### config.mk
export PLATFORM = sky130hd
export DESIGN_NAME = diagnostic_identifier_table_flat
export DESIGN_NICKNAME = d
export VERILOG_FILES = /design/src/sv/dit_pkg.sv /design/src/sv/dit_if.sv /design/src/sv/dit_front.sv /design/src/sv/dit_back.sv /design/src/sv/diagnostic_identifier_table.sv /design/src/flat_wrapper.sv
export SDC_FILE = /design/constraint.sdc
export NUM_CORES = 2
export LEC_CHECK = 0
export BUFFER_PORTS_ARGS = -buffer_cell sky130_fd_sc_hd__buf_4
export CORE_ASPECT_RATIO = 0.75
export CORE_MARGIN = 2
export CORE_UTILIZATION = 36
export CTS_CLUSTER_DIAMETER = 80
export DETAILED_ROUTE_END_ITERATION = 8
export SYNTH_ARGS = -nofsm -noshare
export SYNTH_HDL_FRONTEND = slang
export SYNTH_SLANG_ARGS = --single-unit
### constraint.sdc
create_clock -name clk_i -period 14.74 [get_ports clk_i]
set_input_delay 2.211 -clock clk_i [delete_from_list [all_inputs] [get_ports clk_i]]
set_output_delay 2.211 -clock clk_i [all_outputs]
set_load 0.01 [all_outputs]
### src/sv/dit_pkg.sv
// Types, codes and helpers shared by the diagnostic identifier table.
// No dependencies; compiled first.
package dit_pkg;

  localparam int unsigned NUM_ENTRIES_DEF    = 16;
  localparam int unsigned MAX_DATA_BYTES_DEF = 8;
  localparam int unsigned LIST_DEPTH_DEF     = 16;

  localparam logic [7:0] SID_READ      = 8'h62;
  localparam logic [7:0] SID_WRITE     = 8'h6E;
  localparam logic [7:0] NRC_NONE      = 8'h00;
  localparam logic [7:0] NRC_RANGE     = 8'h31;
  localparam logic [7:0] NRC_SECURITY  = 8'h33;
  localparam logic [7:0] NRC_LENGTH    = 8'h13;
  localparam logic [9:0] WR_RESP_BYTES = 10'd3;
  localparam logic [2:0] DID_BYTES     = 3'd2;

  localparam logic [2:0] STAT_OK       = 3'd0;
  localparam logic [2:0] STAT_RANGE    = 3'd1;
  localparam logic [2:0] STAT_SECURITY = 3'd2;
  localparam logic [2:0] STAT_LENGTH   = 3'd3;
  localparam logic [2:0] STAT_TOO_LONG = 3'd4;

  localparam logic [1:0] CFG_ENTRIES  = 2'd0;
  localparam logic [1:0] CFG_SESSION  = 2'd1;
  localparam logic [1:0] CFG_SECURITY = 2'd2;
  localparam logic [1:0] CFG_LIMIT    = 2'd3;

  typedef enum logic [1:0] {
    KIND_DEFINE = 2'd0,
    KIND_READ   = 2'd1,
    KIND_WRITE  = 2'd2,
    KIND_NONE   = 2'd3
  } kind_e;

  typedef struct packed {
    logic [1:0]  kind;
    logic [3:0]  slot;
    logic [15:0] did_id;
    logic [3:0]  byte_cnt;
    logic [63:0] data_word;
    logic        writable;
    logic [7:0]  min_session;
    logic        needs_security;
    logic        last;
  } item_t;

  typedef struct packed {
    logic [2:0]  status;
    logic [7:0]  nrc_code;
    logic [7:0]  response_sid;
    logic [15:0] did_id_res;
    logic [3:0]  data_len_res;
    logic [63:0] data_word_res;
    logic [9:0]  response_bytes;
    logic        last_res;
  } res_t;

  typedef struct packed {
    logic [4:0] entries_in_use;
    logic [7:0] session_level;
    logic       sec_unlock;
    logic [9:0] response_limit;
  } cfg_t;

  function automatic logic [63:0] byte_mask(input logic [3:0] len);
    logic [63:0] m;
    if (len >= 4'd8) begin
      m = '1;
    end else begin
      m = (64'd1 << {len, 3'b000}) - 64'd1;
    end
    return m;
  endfunction

endpackage

### src/sv/dit_if.sv
// Handshake channels of the diagnostic identifier table.
// Depends on dit_pkg.
interface dit_item_if;
  import dit_pkg::*;
  logic  valid;
  logic  ready;
  item_t item;
  modport source (output valid, output item, input ready);
  modport sink   (input valid, input item, output ready);
endinterface

interface dit_res_if;
  import dit_pkg::*;
  logic valid;
  logic ready;
  res_t res;
  modport source (output valid, output res, input ready);
  modport sink   (input valid, input res, output ready);
endinterface

interface dit_cfg_if;
  logic        valid;
  logic        ready;
  logic [1:0]  index;
  logic [31:0] wdata;
  modport source (output valid, output index, output wdata, input ready);
  modport sink   (input valid, input index, input wdata, output ready);
endinterface

### src/sv/dit_front.sv
// Front end: accepts request items, drops unknown kinds, queues two deep.
// Depends on dit_pkg and dit_if.
module dit_front (
  input  logic               clk_i,
  input  logic               rst_ni,
  dit_item_if.sink           req,
  output logic               head_valid_o,
  output dit_pkg::item_t     head_o,
  input  logic               pop_i
);
  import dit_pkg::*;

  item_t      q_q [2];
  logic       wp_q, rp_q;
  logic [1:0] cnt_q;
  logic       push;

  assign req.ready    = (cnt_q != 2'd2);
  assign push         = req.valid && req.ready && (kind_e'(req.item.kind) != KIND_NONE);
  assign head_valid_o = (cnt_q != 2'd0);
  assign head_o       = q_q[rp_q];

  always_ff @(posedge clk_i) begin
    if (push) begin
      q_q[wp_q] <= req.item;
    end
  end

  always_ff @(posedge clk_i or negedge rst_ni) begin
    if (!rst_ni) begin
      wp_q  <= 1'b0;
      rp_q  <= 1'b0;
      cnt_q <= 2'd0;
    end else begin
      if (push) wp_q <= ~wp_q;
      if (pop_i) rp_q <= ~rp_q;
      cnt_q <= cnt_q + 2'(push) - 2'(pop_i);
    end
  end

endmodule

### src/sv/dit_back.sv
// Back end: table store, read list, slot scan sequencer and result register.
// Depends on dit_pkg and dit_if.
module dit_back #(
  parameter int unsigned NUM_ENTRIES    = dit_pkg::NUM_ENTRIES_DEF,
  parameter int unsigned MAX_DATA_BYTES = dit_pkg::MAX_DATA_BYTES_DEF,
  parameter int unsigned LIST_DEPTH     = dit_pkg::LIST_DEPTH_DEF
) (
  input  logic           clk_i,
  input  logic           rst_ni,
  input  logic           head_valid_i,
  input  dit_pkg::item_t head_i,
  output logic           pop_o,
  input  dit_pkg::cfg_t  cfg_i,
  dit_res_if.source      rsp
);
  import dit_pkg::*;

  localparam int unsigned IW  = (NUM_ENTRIES > 1) ? $clog2(NUM_ENTRIES) : 1;
  localparam int unsigned JW0 = $clog2(NUM_ENTRIES + 1);
  localparam int unsigned EW  = (JW0 > 5) ? JW0 : 5;
  localparam int unsigned LW  = (LIST_DEPTH > 1) ? $clog2(LIST_DEPTH) : 1;
  localparam int unsigned CW  = $clog2(LIST_DEPTH + 1);

  localparam logic S_IDLE = 1'b0;
  localparam logic S_SCAN = 1'b1;

  logic [15:0] ids_q  [NUM_ENTRIES];
  logic [63:0] data_q [NUM_ENTRIES];
  logic [3:0]  len_q  [NUM_ENTRIES];
  logic        wr_q   [NUM_ENTRIES];
  logic [7:0]  mins_q [NUM_ENTRIES];
  logic        sec_q  [NUM_ENTRIES];
  logic [15:0] list_q [LIST_DEPTH];

  logic          state_q, state_d;
  item_t         cur_q, cur_d;
  logic [EW-1:0] j_q, j_d;
  logic [LW-1:0] idx_q, idx_d;
  logic [CW-1:0] cnt_q, cnt_d;
  logic          ovf_q, ovf_d;
  logic          phase_q, phase_d;
  logic [10:0]   pos_q, pos_d;
  logic          ov_q;
  res_t          ores_q, res_d;

  logic          out_free, emit, def_we, list_we, commit;
  logic [EW-1:0] n;
  logic [IW-1:0] jx;
  logic [15:0]   key;
  logic          miss, hit, is_last;
  logic [10:0]   newpos;
  logic [3:0]    def_len;

  assign out_free  = !ov_q || rsp.ready;
  assign rsp.valid = ov_q;
  assign rsp.res   = ores_q;

  assign n = (EW'(cfg_i.entries_in_use) > EW'(NUM_ENTRIES)) ? EW'(NUM_ENTRIES)
                                                           : EW'(cfg_i.entries_in_use);
  assign jx      = j_q[IW-1:0];
  assign key     = (kind_e'(cur_q.kind) == KIND_WRITE) ? cur_q.did_id : list_q[idx_q];
  assign miss    = (j_q == n);
  assign hit     = !miss && (ids_q[jx] == key);
  assign newpos  = pos_q + 11'(DID_BYTES) + 11'(len_q[jx]);
  assign is_last = (CW'(idx_q) + CW'(1) == cnt_q);
  assign def_len = (32'(head_i.byte_cnt) > MAX_DATA_BYTES) ? 4'(MAX_DATA_BYTES)
                                                           : head_i.byte_cnt;

  always_comb begin
    state_d = state_q;
    cur_d   = cur_q;
    j_d     = j_q;
    idx_d   = idx_q;
    cnt_d   = cnt_q;
    ovf_d   = ovf_q;
    phase_d = phase_q;
    pos_d   = pos_q;
    pop_o   = 1'b0;
    emit    = 1'b0;
    def_we  = 1'b0;
    list_we = 1'b0;
    commit  = 1'b0;
    res_d   = '0;
    res_d.last_res = 1'b1;
    case (state_q)
      S_IDLE: begin
        if (head_valid_i && out_free) begin
          pop_o = 1'b1;
          cur_d = head_i;
          case (kind_e'(head_i.kind))
            KIND_DEFINE: def_we = 1'b1;
            KIND_READ: begin
              if (32'(cnt_q) < LIST_DEPTH) begin
                list_we = 1'b1;
                cnt_d   = cnt_q + CW'(1);
              end else begin
                ovf_d = 1'b1;
              end
              if (head_i.last) begin
                if (ovf_d || cfg_i.response_limit == 10'd0) begin
                  emit         = 1'b1;
                  res_d.status = STAT_TOO_LONG;
                  cnt_d        = '0;
                  ovf_d        = 1'b0;
                end else begin
                  state_d = S_SCAN;
                  idx_d   = '0;
                  j_d     = '0;
                  pos_d   = 11'd1;
                  phase_d = 1'b0;
                end
              end
            end
            KIND_WRITE: begin
              state_d = S_SCAN;
              j_d     = '0;
            end
            default: ;
          endcase
        end
      end
      S_SCAN: begin
        res_d.did_id_res = key;
        if (miss) begin
          if (out_free) begin
            emit           = 1'b1;
            res_d.status   = STAT_RANGE;
            res_d.nrc_code = NRC_RANGE;
            state_d        = S_IDLE;
            if (kind_e'(cur_q.kind) == KIND_READ) begin
              cnt_d = '0;
              ovf_d = 1'b0;
            end
          end
        end else if (hit) begin
          if (kind_e'(cur_q.kind) == KIND_WRITE) begin
            if (out_free) begin
              emit    = 1'b1;
              state_d = S_IDLE;
              if (!wr_q[jx] || cfg_i.session_level < mins_q[jx]) begin
                res_d.status   = STAT_RANGE;
                res_d.nrc_code = NRC_RANGE;
              end else if (sec_q[jx] && !cfg_i.sec_unlock) begin
                res_d.status   = STAT_SECURITY;
                res_d.nrc_code = NRC_SECURITY;
              end else if (cur_q.byte_cnt != len_q[jx]) begin
                res_d.status   = STAT_LENGTH;
                res_d.nrc_code = NRC_LENGTH;
              end else if (cfg_i.response_limit < WR_RESP_BYTES) begin
                res_d.status = STAT_TOO_LONG;
              end else begin
                commit               = 1'b1;
                res_d.response_sid   = SID_WRITE;
                res_d.response_bytes = WR_RESP_BYTES;
              end
            end
          end else if (!phase_q) begin
            if (newpos > {1'b0, cfg_i.response_limit}) begin
              if (out_free) begin
                emit         = 1'b1;
                res_d.status = STAT_TOO_LONG;
                state_d      = S_IDLE;
                cnt_d        = '0;
                ovf_d        = 1'b0;
              end
            end else begin
              pos_d = newpos;
              j_d   = '0;
              if (is_last) begin
                phase_d = 1'b1;
                idx_d   = '0;
              end else begin
                idx_d = idx_q + LW'(1);
              end
            end
          end else if (out_free) begin
            emit                = 1'b1;
            res_d.response_sid  = SID_READ;
            res_d.data_len_res  = len_q[jx];
            res_d.data_word_res = data_q[jx];
            res_d.last_res      = is_last;
            if (is_last) begin
              res_d.response_bytes = pos_q[9:0];
              state_d              = S_IDLE;
              cnt_d                = '0;
              ovf_d                = 1'b0;
            end else begin
              idx_d = idx_q + LW'(1);
              j_d   = '0;
            end
          end
        end else begin
          j_d = j_q + EW'(1);
        end
      end
      default: state_d = S_IDLE;
    endcase
  end

  always_ff @(posedge clk_i or negedge rst_ni) begin
    if (!rst_ni) begin
      for (int i = 0; i < NUM_ENTRIES; i++) begin
        ids_q[i]  <= '0;
        data_q[i] <= '0;
        len_q[i]  <= '0;
        wr_q[i]   <= 1'b0;
        mins_q[i] <= '0;
        sec_q[i]  <= 1'b0;
      end
    end else begin
      if (def_we && (32'(head_i.slot) < NUM_ENTRIES)) begin
        ids_q[IW'(head_i.slot)]  <= head_i.did_id;
        len_q[IW'(head_i.slot)]  <= def_len;
        data_q[IW'(head_i.slot)] <= head_i.data_word & byte_mask(def_len);
        wr_q[IW'(head_i.slot)]   <= head_i.writable;
        mins_q[IW'(head_i.slot)] <= head_i.min_session;
        sec_q[IW'(head_i.slot)]  <= head_i.needs_security;
      end
      if (commit) begin
        data_q[jx] <= cur_q.data_word & byte_mask(cur_q.byte_cnt);
      end
    end
  end

  always_ff @(posedge clk_i) begin
    if (list_we) begin
      list_q[cnt_q[LW-1:0]] <= head_i.did_id;
    end
    if (emit) begin
      ores_q <= res_d;
    end
    cur_q   <= cur_d;
    j_q     <= j_d;
    idx_q   <= idx_d;
    phase_q <= phase_d;
    pos_q   <= pos_d;
  end

  always_ff @(posedge clk_i or negedge rst_ni) begin
    if (!rst_ni) begin
      state_q <= S_IDLE;
      cnt_q   <= '0;
      ovf_q   <= 1'b0;
      ov_q    <= 1'b0;
    end else begin
      state_q <= state_d;
      cnt_q   <= cnt_d;
      ovf_q   <= ovf_d;
      if (emit) begin
        ov_q <= 1'b1;
      end else if (rsp.ready) begin
        ov_q <= 1'b0;
      end
    end
  end

endmodule

### src/sv/diagnostic_identifier_table.sv
// Channel  Dir  Role
// req_i    in   define / read / write items (dit_item_if)
// rsp_o    out  result records (dit_res_if)
// cfg_i    in   register writes, index 0..3 (dit_cfg_if)
// Each lookup scans slots one per cycle, up to min(entries_in_use, NUM_ENTRIES) slots
// per identifier; a read list of k ids takes two scans each, a write one scan.
// Define items are written from idle without a scan. A two-deep queue parts intake from the scanner.
// Reset clears the table and control state; rsp_o stalls hold the scanner.
// Depends on dit_pkg, dit_if, dit_front, dit_back.
module diagnostic_identifier_table #(
  parameter int unsigned NUM_ENTRIES    = dit_pkg::NUM_ENTRIES_DEF,
  parameter int unsigned MAX_DATA_BYTES = dit_pkg::MAX_DATA_BYTES_DEF,
  parameter int unsigned LIST_DEPTH     = dit_pkg::LIST_DEPTH_DEF
) (
  input  logic       clk_i,
  input  logic       rst_ni,
  dit_item_if.sink   req_i,
  dit_res_if.source  rsp_o,
  dit_cfg_if.sink    cfg_i
);
  import dit_pkg::*;

  cfg_t  cfg_q;
  logic  head_valid, pop;
  item_t head;

  assign cfg_i.ready = 1'b1;

  always_ff @(posedge clk_i or negedge rst_ni) begin
    if (!rst_ni) begin
      cfg_q.entries_in_use <= 5'd0;
      cfg_q.session_level  <= 8'd1;
      cfg_q.sec_unlock     <= 1'b0;
      cfg_q.response_limit <= 10'd1023;
    end else if (cfg_i.valid) begin
      case (cfg_i.index)
        CFG_ENTRIES:  cfg_q.entries_in_use <= cfg_i.wdata[4:0];
        CFG_SESSION:  cfg_q.session_level  <= cfg_i.wdata[7:0];
        CFG_SECURITY: cfg_q.sec_unlock     <= cfg_i.wdata[0];
        CFG_LIMIT:    cfg_q.response_limit <= cfg_i.wdata[9:0];
        default: ;
      endcase
    end
  end

  dit_front u_front (
    .clk_i        (clk_i),
    .rst_ni       (rst_ni),
    .req          (req_i),
    .head_valid_o (head_valid),
    .head_o       (head),
    .pop_i        (pop)
  );

  dit_back #(
    .NUM_ENTRIES    (NUM_ENTRIES),
    .MAX_DATA_BYTES (MAX_DATA_BYTES),
    .LIST_DEPTH     (LIST_DEPTH)
  ) u_back (
    .clk_i        (clk_i),
    .rst_ni       (rst_ni),
    .head_valid_i (head_valid),
    .head_i       (head),
    .pop_o        (pop),
    .cfg_i        (cfg_q),
    .rsp          (rsp_o)
  );

  a_ok_sid: assert property (@(posedge clk_i) disable iff (!rst_ni)
    rsp_o.valid && rsp_o.res.status == STAT_OK |->
      rsp_o.res.response_sid == SID_READ || rsp_o.res.response_sid == SID_WRITE)
    else $error("ok record without response sid");

  a_err_last: assert property (@(posedge clk_i) disable iff (!rst_ni)
    rsp_o.valid && rsp_o.res.status != STAT_OK |->
      rsp_o.res.last_res && rsp_o.res.data_len_res == 4'd0)
    else $error("error record not final or carries data");

  a_err_sid: assert property (@(posedge clk_i) disable iff (!rst_ni)
    rsp_o.valid && rsp_o.res.status != STAT_OK |-> rsp_o.res.response_sid == 8'd0)
    else $error("error record with response sid");

endmodule

### src/flat_wrapper.sv
// flat-port wrapper written by rule: the top's interface ports become plain ports
module diagnostic_identifier_table_flat import dit_pkg::*;
#(
  parameter int unsigned NUM_ENTRIES    = dit_pkg::NUM_ENTRIES_DEF,
  parameter int unsigned MAX_DATA_BYTES = dit_pkg::MAX_DATA_BYTES_DEF,
  parameter int unsigned LIST_DEPTH     = dit_pkg::LIST_DEPTH_DEF
)
  (clk_i, rst_ni, req_i_valid, req_i_item, req_i_ready, rsp_o_valid, rsp_o_res, rsp_o_ready, cfg_i_valid, cfg_i_index, cfg_i_wdata, cfg_i_ready);
  dit_item_if req_i_i ();
  dit_res_if rsp_o_i ();
  dit_cfg_if cfg_i_i ();
  input  logic clk_i;
  input  logic rst_ni;
  input wire logic [$bits(req_i_i.valid)-1:0] req_i_valid;
  input wire logic [$bits(req_i_i.item)-1:0] req_i_item;
  output wire logic [$bits(req_i_i.ready)-1:0] req_i_ready;
  output wire logic [$bits(rsp_o_i.valid)-1:0] rsp_o_valid;
  output wire logic [$bits(rsp_o_i.res)-1:0] rsp_o_res;
  input wire logic [$bits(rsp_o_i.ready)-1:0] rsp_o_ready;
  input wire logic [$bits(cfg_i_i.valid)-1:0] cfg_i_valid;
  input wire logic [$bits(cfg_i_i.index)-1:0] cfg_i_index;
  input wire logic [$bits(cfg_i_i.wdata)-1:0] cfg_i_wdata;
  output wire logic [$bits(cfg_i_i.ready)-1:0] cfg_i_ready;
  assign req_i_i.valid = req_i_valid;
  assign req_i_i.item = req_i_item;
  assign req_i_ready = req_i_i.ready;
  assign rsp_o_valid = rsp_o_i.valid;
  assign rsp_o_res = rsp_o_i.res;
  assign rsp_o_i.ready = rsp_o_ready;
  assign cfg_i_i.valid = cfg_i_valid;
  assign cfg_i_i.index = cfg_i_index;
  assign cfg_i_i.wdata = cfg_i_wdata;
  assign cfg_i_ready = cfg_i_i.ready;
  diagnostic_identifier_table #(.NUM_ENTRIES(NUM_ENTRIES), .MAX_DATA_BYTES(MAX_DATA_BYTES), .LIST_DEPTH(LIST_DEPTH)) u_core (.clk_i(clk_i), .rst_ni(rst_ni), .req_i(req_i_i), .rsp_o(rsp_o_i), .cfg_i(cfg_i_i));
endmodule
# --- Word level (Yosys, flattened, before mapping) ---
# Memory sizes are Yosys's and may differ from the RTL's. A register that Yosys moved wholly into a read port is not among the register bits.
# Index checks and enable logic that the tools add are counted.
totals:
  out_inout_bits: 117
  in_bits: 140
  register_bits: 1761
  ramBits: 458
  n_memories: 2
  elab_cells: 440
mem_list:
  columns: ["name", "depth", "word_bits", "rd", "rd_clocked_by_memory_dff", "wr", "line", "text"]
  rows:
  - ["u_core.u_back.list_q", 16, 16, 1, 1, 1, "dit_back.sv:33", "logic [15:0] list_q [LIST_DEPTH];"]
  - ["u_core.u_front.q_q", 2, 101, 1, 0, 1, "dit_front.sv:13", "item_t q_q [2];"]
op_classes:
  bitwise: 10
  order_cmp: 12
  reduce_logical: 31
  eq_ne: 39
  add_sub_neg: 10
  shifts: 2
  muxes: 211
ops:
  columns: ["cell", "count"]
  rows:
  - ["1024-bit bitwise mux", 2]
  - ["1024-bit two-way mux", 2]
  - ["64-bit demux with 4-bit select", 2]
  - ["64-bit two-way mux", 8]
  - ["64-bit binary-select mux with 4-bit select", 1]
  - ["256-bit bitwise mux", 1]
  - ["11-bit two-way mux", 14]
  - ["5-bit two-way mux", 27]
  - ["64-bit AND", 2]
  - ["128-bit bitwise mux", 1]
  - ["1-bit by 7-bit left shift with 64-bit output, first input constant", 2]
  - ["64-bit by 1-bit subtractor with 64-bit output, second input constant", 2]
  - ["1-bit two-way mux", 78]
  - ["4-bit two-way mux", 17]
  - ["16-bit binary-select mux with 4-bit select", 1]
  - ["64-bit bitwise mux", 1]
  - ["16-bit demux with 4-bit select", 1]
  - ["16-bit two-way mux", 4]
  - ["7-bit two-way mux", 6]
  - ["8-bit two-way mux", 5]
  - ["19-bit two-way mux", 2]
  - ["8-bit binary-select mux with 4-bit select", 1]
  - ["16-bit bitwise mux", 2]
  - ["8-bit demux with 4-bit select", 1]
  - ["57 further kinds", 132]

# --- Logic depth before layout (Yosys ltp) ---
depth:
  ltp_word: 17
  depth_mapped: 25

# --- By module ---
# From an unflattened synthesis, not the netlist that was laid out.
unflattened:
  hier_cells: 8163
  hier_area_um2: 103344.1
modules_own_cells:
  columns: ["module", "area_each_um2", "cells_each", "seq_area_each_um2", "instances"]
  rows:
  - ["dit_back", 94590.7, 7776, 51879.8, 1]
  - ["dit_front", 7810.0, 333, 6165.9, 1]
  - ["diagnostic_identifier_table", 943.4, 54, 614.3, 1]

# --- Worst setup path after synthesis ---
# OpenSTA, ideal clock, no wires.
synth_timing:
  kind: "input -> register"
  startpoint: "in rsp_o_ready"
  endpoint: "reg u_core.u_back.ores_q (netlist bit u_core.u_back.rsp.res[0]) (enable)"
  t_arrival_ns: 12.024
  stages: 5
  setup_time_ns: 0.589
  slack_ns: 2.126
  t_required_ns: 14.151
  cell_sequence: "nor2b_1 > nor3_1 > and2_1 > nand2_1 > o211ai_1"
synth_between:
  elab_chain_cells: 8
  word_cells_on_any_way: 10
synth_rtl:
  columns: ["element", "line", "text"]
  rows:
  - ["start: declaration", "flat_wrapper.sv:19", "input wire logic [$bits(rsp_o_i.ready)-1:0] rsp_o_ready;"]
  - ["1-bit logical OR *", "dit_back.sv:54", "assign out_free = !ov_q || rsp.ready;"]
  - ["1-bit two-way mux", null, null]
  - ["1-bit two-way mux", "dit_back.sv:158", "if (newpos > {1'b0, cfg_i.response_limit}) begin"]
  - ["1-bit two-way mux", "dit_back.sv:157", "end else if (!phase_q) begin"]
  - ["1-bit two-way mux", "dit_back.sv:136", "if (kind_e'(cur_q.kind) == KIND_WRITE) begin"]
  - ["1-bit two-way mux", "dit_back.sv:135", "end else if (hit) begin"]
  - ["1-bit two-way mux", "dit_back.sv:124", "if (miss) begin"]
  - ["1-bit case mux with 2 select lines *", "dit_back.sv:85", "case (state_q)"]
  - ["named net u_core.u_back.emit", "dit_back.sv:46", "logic out_free, emit, def_we, list_we, commit;"]
  - ["end signal: assignment", "dit_back.sv:230", "ores_q <= res_d;"]
  - ["end: declaration", "dit_back.sv:44", "res_t ores_q, res_d;"]
# The timed path passes the listed nets; every way through them passes the cells marked *.
# A chain may end at the register's enable or synchronous reset.

# --- Worst setup path in the final report ---
layout_timing:
  startpoint: "reg u_core.u_back.j_q[0]"
  endpoint: "reg u_core.u_back.data_q[693] in the netlist's numbering"
layout_between:
  elab_chain_cells: 14
  word_cells_on_any_way: 40
layout_rtl:
  columns: ["element", "line", "text"]
  rows:
  - ["start: declaration", "dit_back.sv:37", "logic [EW-1:0] j_q, j_d;"]
  - ["start signal: assignment", "dit_back.sv:233", "j_q <= j_d;"]
  - ["parallel branches: the longest is 13 deep, another holds 8-bit < comparator", null, null]
  - ["1024-bit two-way mux *", "dit_back.sv:219", "if (commit) begin"]
  - ["end signal: indexed assignment", "dit_back.sv:214", "data_q[IW'(head_i.slot)] <= head_i.data_word & byte_mask(def_len);"]
  - ["end signal: indexed assignment", "dit_back.sv:220", "data_q[jx] <= cur_q.data_word & byte_mask(cur_q.byte_cnt);"]
  - ["end: declaration", "dit_back.sv:28", "logic [63:0] data_q [NUM_ENTRIES];"]
# Mark *: on every way between the ends. The select of a mux whose other input is x is not followed.

==> results.py <==
metrics = {
    "power_and_ir_drop": {
        "switchingPower_mw": 7.961,
        "ir_worst_vdd_uv": 220.4,
        "swShare_pct": 35.65,
        "p_comb_share_pct": 33.4,
        "internal_power_mw": 14.37,
        "power.total_mw": 22.33,
        "powerDensity_mw_per_mm2": 192.5,
        "p_leak_nw": 53.97,
        "p_seq_share_pct": 40.3,
        "p_clk_share_pct": 26.3,
    },
    "floorplanning": {
        "num_rows": 170,
        "initial_core_util_pct": 36.25,
        "die_h_um": 469.4,
        "coreArea_mm2": 0.2867,
        "die-area_mm2": 0.2931,
        "die_w_um": 624.5,
        "io_pins": 257,
    },
    "job": {
        "maxCapViolCount": 0,
    },
    "final_layout": {
        "fillers": 26481,
        "final_nets": 8521,
        "fin_cells": 12319,
        "drive_gt1_share_pct": 16.49,
        "syn2layout_area_growth_pct": 11.58,
    },
    "worst_setup_path": {
        "crit_path_max_fanout": 81,
        "critPathMostFrequentCell": "buf_4",
        "required_ns": 15.48,
        "crit_path_end_kind": "register",
        "worst-setup-path-type": "register to register",
        "start_kind": "register",
        "critPathArrivalTime_ns": 9.58,
        "slowest_delay_ns": 1.03,
        "crit_path_cell_trace": "buf_12, buf_4, mux4_2, mux4_2, o21a_1, nor4b_2, nand4_1, nor4_4, nand4_1, buf_4, buf_4, mux2i_1",
        "cpLargestDelayFamily": "simple AND/OR/NAND/NOR gates",
        "critPathBufInv": 4,
        "crit_slowest_cell": "nand4_1",
    },
    "cts": {
        "root_buffer": "clkbuf_16",
        "worstSkewPairLatency_ns": 0.91,
        "cts.sinks": 2211,
        "cts_buffer_depth": 4,
        "postCtsSetupBuffers": 0,
        "cts_hold_buffers": 0,
        "numCtsBuffers": 228,
        "ctsResizeCount": 0,
        "cts_tree": "built",
        "path_clk_slew_ns": 0.07,
        "htreeDepth": 4,
    },
    "global_routing": {
        "grt_overflow_total": 0,
        "antenna_found_initial": 13,
        "grt_pass1_wl_um": 478100,
        "grt_usage_pct": 21.68,
        "grt_start_max_net_pins": 176,
        "grt_pass1_vias": 70103,
    },
    "synth": {
        "synthesis.area_mm2": 0.1039,
        "yosysTopAreaCell": "dfrtp_1",
        "synth_warnings": 0,
        "yosysSeqAreaShare_pct": 56.43,
        "ys_top_cells_by_area": "dfrtp_1 (37%), edfxtp_1 (19%), mux4_2 (11%), mux2i_1 (11%), a21oi_1 (5.0%)",
        "yosys.area.top_type_share_pct": 36.81,
        "synth_seq_cells": 2211,
        "synth_ff_type": "dfrtp_1",
        "syn_avg_cell_area_um2": 12.23,
        "synth-edff-count": 667,
        "synth_common_cells": "dfrtp_1 (1529), mux2i_1 (1114), nor2_1 (1064)",
        "synth_cell_types": 69,
        "yosysMostFrequentCell": "dfrtp_1",
        "syn_inst": 8501,
        "async_flop_share_pct": 69.65,
    },
    "timing": {
        "setup_viol": 0,
        "max_freq_ghz": 0.1131,
        "relSlewSlack_pct": 16.84,
        "fin_crit_sh_pct": 59.96,
        "slew_violations": 0,
        "worstMarginPinSlew_ns": 1.239,
        "fin_crit_ns": 8.838,
        "skew_ns": 0.06255,
        "tns_ns": 0,
        "rsz0062_at_grt": "false",
        "hold_violations": 0,
    },
    "status": {
        "status": "completed",
    },
    "detailed_routing": {
        "viasPerCell": 5.687,
        "vias": 70063,
        "wl_per_cell_um": 26.28,
        "wl_um": 323700,
        "drtAntennaViolNets": 0,
        "detail_route.iter0.violations": 7585,
        "remaining_drc_errors": 0,
        "drtPass1Iterations": 6,
    },
    "place": {
        "dp_hpwl_um": 180700,
        "io_buffers": 226,
        "place_inst": 11893,
        "gp_congestion": 0.8087,
    },
    "hold_path": {
        "hold_path.class": "register to register",
    },
}
[power groups by stage]
stage | Combinational [mW] | Clock, mW | Sequential (mW)
finish | 7.46 | 5.88 | 8.99
global route | 8.07 | 6.24 | 9.15
CTS | 7.46 | 5.98 | 8.96
detailed placement | 7.44 | 0 | 9.07
global placement | 7.24 | 0 | 8.97
floorplan | 5.26 | 0 | 8.79
[logic make-up after synthesis]
logic type	count (synthesis)	share of synthesized area, %
other	2	0.007225
adder cells (fa/ha/maj)	42	0.5128
flip-flops	2211	56.43
AO/OA/AOI/OAI	1659	8.246
XOR/XNOR	34	0.2997
multiplexers	1731	23.03
AND/OR/NAND/NOR	1973	7.733
buffers and inverters	849	3.736
[per-stage QoR]
| step | util, % | setup slack (ns) | hold slack (ns) | cell area, um2 |
|---|---|---|---|---|
| 6_report | 40.45 | 5.902 | 0.4742 | 116000 |
| 5_1_grt | 40.45 | 5.431 | 0.4962 | 116000 |
| 4_1_cts | 40.45 | 5.944 | 0.4778 | 116000 |
| 3_5_place_dp | 37.84 | 5.945 | 0.4648 | 108500 |
| 3_3_place_gp | 37.84 | 5.992 | 0.4558 | 108500 |
| 2_1_floorplan | - | 2.126 | 0.4446 | 104000 |
[layout by cell type, fill, tap and decap left out, drive strengths merged, types with 7 or more instances in the layout]
cell and count:
o31ai 10, dfstp 11, xnor2 22, xor2 11
nand2 659, conb 8, diode 7, a211oi 13
and2 30, nand3 23, mux2i 1114, clkbuf 327
edfxtp 667, nor2b 85, nand4 29, bufinv 17
ha 41, a21o 9, nor3 29, o21ai 523
mux4 519, buf 380, o22ai 9, mux2 98
nand2b 12, dfrtp 1529, a21oi 1036, inv 79
a22oi 16, nor4 14, nor2 1064, clkinv 61
[flip-flops by register name (all words and copies together), names as in the netlist, 5 cells and up, named ones only]
signal	cells
u_core.u_back.sec_q	16
u_core.u_back.list_q	256
u_core.u_back.ids_q	256
u_core.u_back.cur_q	86
u_core.u_back.rsp.res	102
u_core.u_back.len_q	64
u_core.u_back.cnt_q	5
u_core.cfg_q	24
u_core.u_back.data_q	1024
u_core.u_back.wr_q	16
u_core.u_back.j_q	5
u_core.u_back.mins_q	128
u_core.u_back.pos_q	11
u_core.u_front.q_q	202
[final timing paths]
kind	slack [ns]	depth (start not counted)	endpoint	startpoint
setup / recovery	5.90	12	u_core.u_back.data_q[693]	u_core.u_back.j_q[0]
setup reg to reg	5.90	12	u_core.u_back.data_q[693]	u_core.u_back.j_q[0]
max in group asynchronous	10.21	4	u_core.u_back.state_q	rst_ni
min in group asynchronous	1.28	1	u_core.u_back.data_q[941]	rst_ni
hold reg to reg	0.47	2	u_core.u_back.mins_q[43]	u_core.u_back.mins_q[43]
hold / removal	0.47	2	u_core.u_back.mins_q[43]	u_core.u_back.mins_q[43]
[tightest hold or removal path, delay by kind of cell (launching register included)]
| family | cells | cell delay, ns |
|---|---|---|
| AND/OR/NAND/NOR | 1 | 0.05 |
| AO/OA/AOI/OAI | 1 | 0.06 |
| flip-flops | 1 | 0.33 |
[final cells by class]
type	instances	area (um2)	share of cell area (%)
clock inverters	92	969.7	0.8360
well taps	3784	4735	4.082
flip-flops and latches	2211	58670	50.58
clock buffers	327	6504	5.607
diodes	7	17.52	0.01510
inverters	71	274.0	0.2362
multi-input cells	5447	41640	35.90
repair buffers	380	3173	2.736
[layer usage]
metal  vias to the layer above  global-route usage [%]  part of all wire [%]
li1                      30201                       -                     -
met1                     36415                   30.58                    43
met2                      2850                   33.74                    46
met3                       589                   4.065                   7.5
met4                         8                   7.080                   3.5
met5                         -                       0                 0.014
No activity file was read; power rests on OpenSTA's default activity.
